==> src/hdl/crf_pkg.sv <==
// Types, constants and the CRC-32 byte update for the record framer
package crf_pkg;

  localparam int unsigned CfgIdxW         = 8;
  localparam int unsigned MaxRecordLength = 65535;
  localparam logic [31:0] CrcAllOnes      = 32'hFFFF_FFFF;
  localparam logic [31:0] CrcPoly         = 32'hEDB8_8320;
  localparam logic [15:0] DefaultGap      = 16'd10;
  localparam logic [31:0] LengthFlagReset = 32'h8000_0000;

  localparam logic [CfgIdxW-1:0] CfgLengthFlag = 8'd0;
  localparam logic [CfgIdxW-1:0] CfgIndexGap   = 8'd1;

  localparam logic [1:0] KindLength   = 2'd0;
  localparam logic [1:0] KindPayload  = 2'd1;
  localparam logic [1:0] KindChecksum = 2'd2;

  // beat positions within one run: length word, payload, checksum
  localparam logic [3:0] PosLen0     = 4'd0;
  localparam logic [3:0] PosPayload  = 4'd4;
  localparam logic [3:0] PosCrcLast  = 4'd8;

  typedef struct packed {
    logic        has_len;
    logic        has_crc;
    logic        mark;
    logic [31:0] word;
    logic [7:0]  data;
    logic [31:0] crc;
    logic [63:0] rec_start;
  } job_t;

  function automatic logic [31:0] crc_feed(input logic [31:0] c_in, input logic [7:0] b);
    logic [31:0] c;
    c = c_in ^ {24'd0, b};
    for (int k = 0; k < 8; k++) begin
      c = c[0] ? ((c >> 1) ^ CrcPoly) : (c >> 1);
    end
    return c;
  endfunction

endpackage

==> src/hdl/crf_beat_seq.sv <==
// Beat sequencer: holds one framed run and hands out its bytes one beat a cycle unless stalled
module crf_beat_seq import crf_pkg::*; (
  input  logic        clk,
  input  logic        rst_n,
  input  logic        load,
  input  job_t        job_in,
  output logic        free,
  output logic        out_valid,
  input  logic        out_stall,
  output logic [7:0]  out_byte,
  output logic [1:0]  out_byte_kind,
  output logic        out_index_mark,
  output logic [63:0] out_record_offset,
  output logic        out_end_of_record,
  output logic        out_last_of_run
);

  logic       valid_r, valid_nxt;
  logic [3:0] pos_r, pos_nxt;
  job_t       job_r;
  logic       fire;
  logic       at_last;
  logic [3:0] last_pos;

  assign last_pos = job_r.has_crc ? PosCrcLast : PosPayload;
  assign at_last  = (pos_r == last_pos);
  assign fire     = valid_r && !out_stall;
  assign free     = !valid_r || (fire && at_last);

  always_comb begin
    valid_nxt = valid_r;
    pos_nxt   = pos_r;
    if (fire) begin
      if (at_last) begin
        valid_nxt = 1'b0;
      end else begin
        pos_nxt = pos_r + 4'd1;
      end
    end
    if (load) begin
      valid_nxt = 1'b1;
      pos_nxt   = job_in.has_len ? PosLen0 : PosPayload;
    end
  end

  always_ff @(posedge clk) begin
    if (!rst_n) begin
      valid_r <= 1'b0;
      pos_r   <= PosLen0;
    end else begin
      valid_r <= valid_nxt;
      pos_r   <= pos_nxt;
    end
  end

  always_ff @(posedge clk) begin
    if (load) begin
      job_r <= job_in;
    end
  end

  always_comb begin
    case (pos_r)
      4'd0:    begin out_byte = job_r.word[31:24]; out_byte_kind = KindLength;   end
      4'd1:    begin out_byte = job_r.word[23:16]; out_byte_kind = KindLength;   end
      4'd2:    begin out_byte = job_r.word[15:8];  out_byte_kind = KindLength;   end
      4'd3:    begin out_byte = job_r.word[7:0];   out_byte_kind = KindLength;   end
      4'd4:    begin out_byte = job_r.data;        out_byte_kind = KindPayload;  end
      4'd5:    begin out_byte = job_r.crc[31:24];  out_byte_kind = KindChecksum; end
      4'd6:    begin out_byte = job_r.crc[23:16];  out_byte_kind = KindChecksum; end
      4'd7:    begin out_byte = job_r.crc[15:8];   out_byte_kind = KindChecksum; end
      default: begin out_byte = job_r.crc[7:0];    out_byte_kind = KindChecksum; end
    endcase
  end

  assign out_valid         = valid_r;
  assign out_index_mark    = job_r.mark && (pos_r == PosLen0);
  assign out_record_offset = job_r.rec_start;
  assign out_end_of_record = (pos_r == PosCrcLast);
  assign out_last_of_run   = at_last;

endmodule

==> src/hdl/crc_record_framer_core.sv <==
// Record framer top level: length word, payload and CRC-32 trailer per record
//
// Input channel (in_valid / in_stall): one payload byte per beat, with
// first/last-of-record flags and the record length sampled on the first byte.
// Output channel (out_valid / out_stall): one framed byte per beat. A byte
// that opens a record yields four length bytes before it; a byte that closes
// a record yields four checksum bytes after it, so one input beat gives 1, 5
// or 9 output beats; out_last_of_run flags the final one.
// The first output beat of an item appears the cycle after it is accepted.
// Throughput is set by the output port, one beat per cycle while out_stall
// is low: plain payload bytes flow at one per cycle, a record boundary adds
// four header or trailer beats. in_stall rises while the sequencer still
// holds beats of the previous item and frees in the cycle its last beat goes.
// Configuration (cfg_valid / cfg_ready, always ready): index 0 length_flag,
// index 1 index_gap; other indexes are ignored.
// Reset sets the CRC to all ones, clears the byte offset, the gap counter
// and the output run, and restores length_flag 0x80000000 and index_gap 10.
// While out_stall is high the current output beat holds unchanged.
module crc_record_framer_core import crf_pkg::*; (
  input  logic               clk,
  input  logic               rst_n,
  input  logic               in_valid,
  output logic               in_stall,
  input  logic [7:0]         in_payload_byte,
  input  logic               in_first_of_record,
  input  logic               in_last_of_record,
  input  logic [15:0]        in_record_length,
  output logic               out_valid,
  input  logic               out_stall,
  output logic [7:0]         out_byte,
  output logic [1:0]         out_byte_kind,
  output logic               out_index_mark,
  output logic [63:0]        out_record_offset,
  output logic               out_end_of_record,
  output logic               out_last_of_run,
  input  logic               cfg_valid,
  output logic               cfg_ready,
  input  logic [CfgIdxW-1:0] cfg_index,
  input  logic [31:0]        cfg_data
);

  logic [31:0] length_flag_r;
  logic [15:0] index_gap_r;
  logic [31:0] crc_r, crc_nxt;
  logic [63:0] offset_r, offset_nxt;
  logic [15:0] gap_cnt_r, gap_cnt_nxt;
  logic [63:0] rec_start_r, rec_start_nxt;

  logic        free;
  logic        accept;
  job_t        job;
  logic [15:0] gap;
  logic [16:0] gap_inc;
  logic [15:0] len_sat;
  logic [31:0] crc_base;
  logic [31:0] crc_new;
  logic [3:0]  beats;

  assign cfg_ready = 1'b1;
  assign in_stall  = !free;
  assign accept    = in_valid && free;

  always_ff @(posedge clk) begin
    if (!rst_n) begin
      length_flag_r <= LengthFlagReset;
      index_gap_r   <= DefaultGap;
    end else if (cfg_valid) begin
      case (cfg_index)
        CfgLengthFlag: length_flag_r <= cfg_data;
        CfgIndexGap:   index_gap_r   <= cfg_data[15:0];
        default:       ;
      endcase
    end
  end

  assign gap      = (index_gap_r == 16'd0) ? DefaultGap : index_gap_r;
  assign gap_inc  = {1'b0, gap_cnt_r} + 17'd1;
  assign len_sat  = ({16'd0, in_record_length} > MaxRecordLength[31:0])
                    ? MaxRecordLength[15:0] : in_record_length;
  assign crc_base = in_first_of_record ? CrcAllOnes : crc_r;
  assign crc_new  = crc_feed(crc_base, in_payload_byte);
  assign beats    = 4'd1 + (in_first_of_record ? 4'd4 : 4'd0)
                         + (in_last_of_record  ? 4'd4 : 4'd0);

  always_comb begin
    crc_nxt       = crc_r;
    offset_nxt    = offset_r;
    gap_cnt_nxt   = gap_cnt_r;
    rec_start_nxt = rec_start_r;
    if (accept) begin
      crc_nxt    = in_last_of_record ? CrcAllOnes : crc_new;
      offset_nxt = offset_r + {60'd0, beats};
      if (in_first_of_record) begin
        rec_start_nxt = offset_r;
        gap_cnt_nxt   = (gap_inc >= {1'b0, gap}) ? 16'd0 : gap_inc[15:0];
      end
    end
  end

  always_ff @(posedge clk) begin
    if (!rst_n) begin
      crc_r       <= CrcAllOnes;
      offset_r    <= 64'd0;
      gap_cnt_r   <= 16'd0;
      rec_start_r <= 64'd0;
    end else begin
      crc_r       <= crc_nxt;
      offset_r    <= offset_nxt;
      gap_cnt_r   <= gap_cnt_nxt;
      rec_start_r <= rec_start_nxt;
    end
  end

  always_comb begin
    job.has_len   = in_first_of_record;
    job.has_crc   = in_last_of_record;
    job.mark      = (gap_cnt_r == 16'd0);
    job.word      = {16'd0, len_sat} | length_flag_r;
    job.data      = in_payload_byte;
    job.crc       = ~crc_new;
    job.rec_start = rec_start_nxt;
  end

  crf_beat_seq u_seq (
    .clk               (clk),
    .rst_n             (rst_n),
    .load              (accept),
    .job_in            (job),
    .free              (free),
    .out_valid         (out_valid),
    .out_stall         (out_stall),
    .out_byte          (out_byte),
    .out_byte_kind     (out_byte_kind),
    .out_index_mark    (out_index_mark),
    .out_record_offset (out_record_offset),
    .out_end_of_record (out_end_of_record),
    .out_last_of_run   (out_last_of_run)
  );

endmodule

==> config.mk <==
export PLATFORM = sky130hd
export DESIGN_NAME = crc_record_framer_core
export DESIGN_NICKNAME = d
export VERILOG_FILES = /design/src/hdl/crf_pkg.sv /design/src/hdl/crf_beat_seq.sv /design/src/hdl/crc_record_framer_core.sv
export SDC_FILE = /design/constraint.sdc
export NUM_CORES = 1
export LEC_CHECK = 0
export BUFFER_PORTS_ARGS = -buffer_cell sky130_fd_sc_hd__buf_2
export CORE_MARGIN = 1
export CORE_UTILIZATION = 59
export DETAILED_ROUTE_END_ITERATION = 8
export PLACE_DENSITY = 0.79
export SLEW_MARGIN = 40
export SYNTH_ARGS = -nofsm -noshare
export SYNTH_HDL_FRONTEND = slang
export SYNTH_SLANG_ARGS = --single-unit
==> constraint.sdc <==
create_clock -name clk -period 5.4 [get_ports clk]
set_input_delay 0.54 -clock clk [delete_from_list [all_inputs] [get_ports clk]]
set_output_delay 0.54 -clock clk [all_outputs]
set_load 0.01 [all_outputs]
==> results.cfg <==
[run_status]
status = finished with violations
violations = design-rule violations

[clock_tree]
root_buffer = clkbuf_16
cts_buffer_depth = 3
cts_tree = yes
clk_pin_slew_ps = 70
cts_buffers = 38
ctsHoldBuffers = 0
cts_resized = 0
cts.sinks = 367
clkLatencyLatePin_ps = 530
postCtsSetupBuffers = 0
cts.htree.levels = 2

[power_and_ir_drop]
peakVddDrop_mv = 0.2001
leakage_nw = 6.965
clock_power_share_pct = 41.5
switching_share_pct = 23.61
comb_power_share_pct = 8.9
p_int_mw = 4.709
p_switching_mw = 1.456
power_frac_seq_pct = 49.7
p_per_area_nw_per_um2 = 349.4

[timing]
maxSlewViolCount = 0
period_minus_slack_ps = 4268
timing.final.crit_share_pct = 79.04
setup_tns_ps = 0
finalHoldViolations = 0
rsz0062_at_grt = no
max-slew-margin-rel_pct = 40.85
tightest_slew_ps = 881.0
setup_violations = 0
fmax_mhz = 234.3
clock_skew_ps = 21.61

[die]
die_w_um = 166.0
core_area_um2 = 26210
rows = 59
die-area_um2 = 27540
initial_utilization_pct = 60.52
ioPinCount = 151
fp.dieH_um = 166.0

[synth]
syn_area_um2 = 15860
synth-edff-count = 138
synth_fp_nets = 1598
synth_seq_cells = 367
ys_types = 61
synth_ff_type = dfxtp_1
synthCells = 1501
async_reset_ff_share_pct = 0
yosys_warnings = 0
ys_seq_area_share_pct = 55.03
syn_area_per_cell_um2 = 10.57

[routing]
first_iter_violations = 936
drt_wl_total_mm = 33.99
drcViolationCount = 9
wl_met1_mm = 15.35
viasPerCell = 5.553
first_pass_iters = 9
avgRoutedWirePerCell_um = 17.59
wl_met2_mm = 16.06
num_vias = 10730
top_layer_used = met4
ant_nets = 0
wl_met3_mm = 1.904

[placed_design]
place_hpwl_mm = 22.27
dpl_cell_area_um2 = 16370
gp_congestion = 0.8535
portBuffers = 149

[global_route]
grt_pass1_vias = 10260
grt_pass1_wl_mm = 53.86
overflow = 0
antenna_found_initial = 0
grt_usage_pct = 24.38
grt_max_degree = 85

[worst_setup_path]
timing.rr.start = gap_cnt_r[0]$_SDFFE_PN0P_
path_max_fanout = 10
crit_required_ps = 5870
startpoint_type = flip-flop
path_buf_inv = 1
rr_worst_depth = 15
reg2reg_to = gap_cnt_r[4]$_SDFFE_PN0P_
crit_chain = ha_1 -> nand3_1 -> nor3_1 -> and4_1 -> nand4_1 -> or2_2 -> nand2_1 -> ha_1 -> a21o_1 -> a211o_1 -> a311oi_1 -> buf_4 -> nand3_1 -> nor2_2 -> a22o_1
critPathSlowestCell = nor3_1
r2r_setup_slack_ps = 1130
cp.arrival_ps = 4730
crit_type = flip-flop to flip-flop
cp_top_family = simple AND/OR/NAND/NOR gates
max_stage_delay_ps = 530
crit_path_end_kind = flip-flop

[hold_path]
worstHoldEndpoint = u_seq.job_r[101]$_DFFE_PP_
hold_start = in_payload_byte[5]
hold_path_class = input pin to flip-flop
min_path_cells = 1

[final_layout]
num_antenna_cells = 0
final_nets = 1664
n_fill_cell = 2002
stdcell_area_um2 = 17640
drive_gt1_share_pct = 19.72
final_common_cell = dfxtp_1
layout_common_cells = dfxtp_1, nor2_1, buf_2, nand2_1, edfxtp_1
area_delta_synth_final_pct = 11.25

[run]
max_cap_viol_count = 0
## routing by layer
| layer | up-vias | global-route usage, % |
|---|---|---|
| met4 | 0 | 6.054 |
| met3 | 54 | 3.932 |
| met2 | 294 | 39.94 |
| met1 | 5165 | 33.85 |
| met5 | - | 0 |
| li1 | 5216 | - |
## cell type report
cell class	instances	area (um2)	share of cell area [%]
flip-flops and latches	367	8728	49.47
multi-input cells	966	6259	35.47
clock buffers	59	1154	6.538
repair buffers	163	874.6	4.957
well taps	335	419.2	2.376
inverters	31	122.6	0.6949
clock inverters	11	87.58	0.4964
## sequential cells by signal, indices dropped and copies added, names as in the netlist
register                 cells
length_flag_r               32
index_gap_r                 16
crc_r                       32
u_seq.pos_r                  4
u_seq.out_record_offset     64
rec_start_r                 64
gap_cnt_r                   16
u_seq.job_r                 74
offset_r                    64
u_seq.out_valid              1
## stage by stage
step	hold WS (ps)	worst slack, ps	std cells	total power, mW	util (%)
detailed placement	414.6	1125	1861	3.652	62.45
global route	219.6	682.5	1932	6.373	67.33
global placement	410.5	1198	1861	3.640	62.38
finish	236.8	1132	1932	6.164	67.33
floorplan	408.1	1127	1501	3.496	-
CTS	218.7	1089	1931	6.190	67.19
## power by group through the flow
| stage | registers (mW) | logic [mW] | clock network (mW) |
|---|---|---|---|
| floorplan | 3.11 | 0.390 | 0 |
| global placement | 3.12 | 0.523 | 0 |
| detailed placement | 3.12 | 0.534 | 0 |
| CTS | 3.06 | 0.541 | 2.59 |
| global route | 3.07 | 0.586 | 2.72 |
| finish | 3.06 | 0.546 | 2.56 |
## Yosys cell counts, drive strengths merged, types with 26 or more instances
cell    count  area, um2
inv        31      116.4
nand3      31      155.2
edfxtp    138       4144
dfxtp     229       4584
nand2     147      554.3
clkbuf     57      214.0
xnor2     101      892.1
and2       67      419.2
buf        80      574.3
a22oi      26      195.2
xor2       47      411.6
mux2       59      664.4
nor2      153      576.8
a21oi      83      415.4
## cell families after synthesis
| kind of cell | synth area share (%) |
|---|---|
| compound gates | 7.542 |
| buf+inv | 5.704 |
| xor+xnor | 8.220 |
| flops | 55.03 |
| other cells | 0.02364 |
| fa+ha+maj | 2.098 |
| mux | 5.514 |
| simple gates | 15.86 |
## worst max path at each step
stage	start	end	slack (ps)	cells after the start
after global placement	gap_cnt_r[0]$_SDFFE_PN0P_	gap_cnt_r[6]$_SDFFE_PN0P_	1200	15
after detailed placement	gap_cnt_r[0]$_SDFFE_PN0P_	gap_cnt_r[6]$_SDFFE_PN0P_	1130	15
after CTS	gap_cnt_r[0]$_SDFFE_PN0P_	gap_cnt_r[5]$_SDFFE_PN0P_	1090	15
after global routing	gap_cnt_r[0]$_SDFFE_PN0P_	gap_cnt_r[5]$_SDFFE_PN0P_	680	16
after floorplan	u_seq.pos_r[0]$_SDFFE_PN0P_	u_seq.out_record_offset[2]$_DFFE_PP_	1130	11
final	gap_cnt_r[0]$_SDFFE_PN0P_	gap_cnt_r[4]$_SDFFE_PN0P_	1130	15
Power figures use the tool's default switching activity.
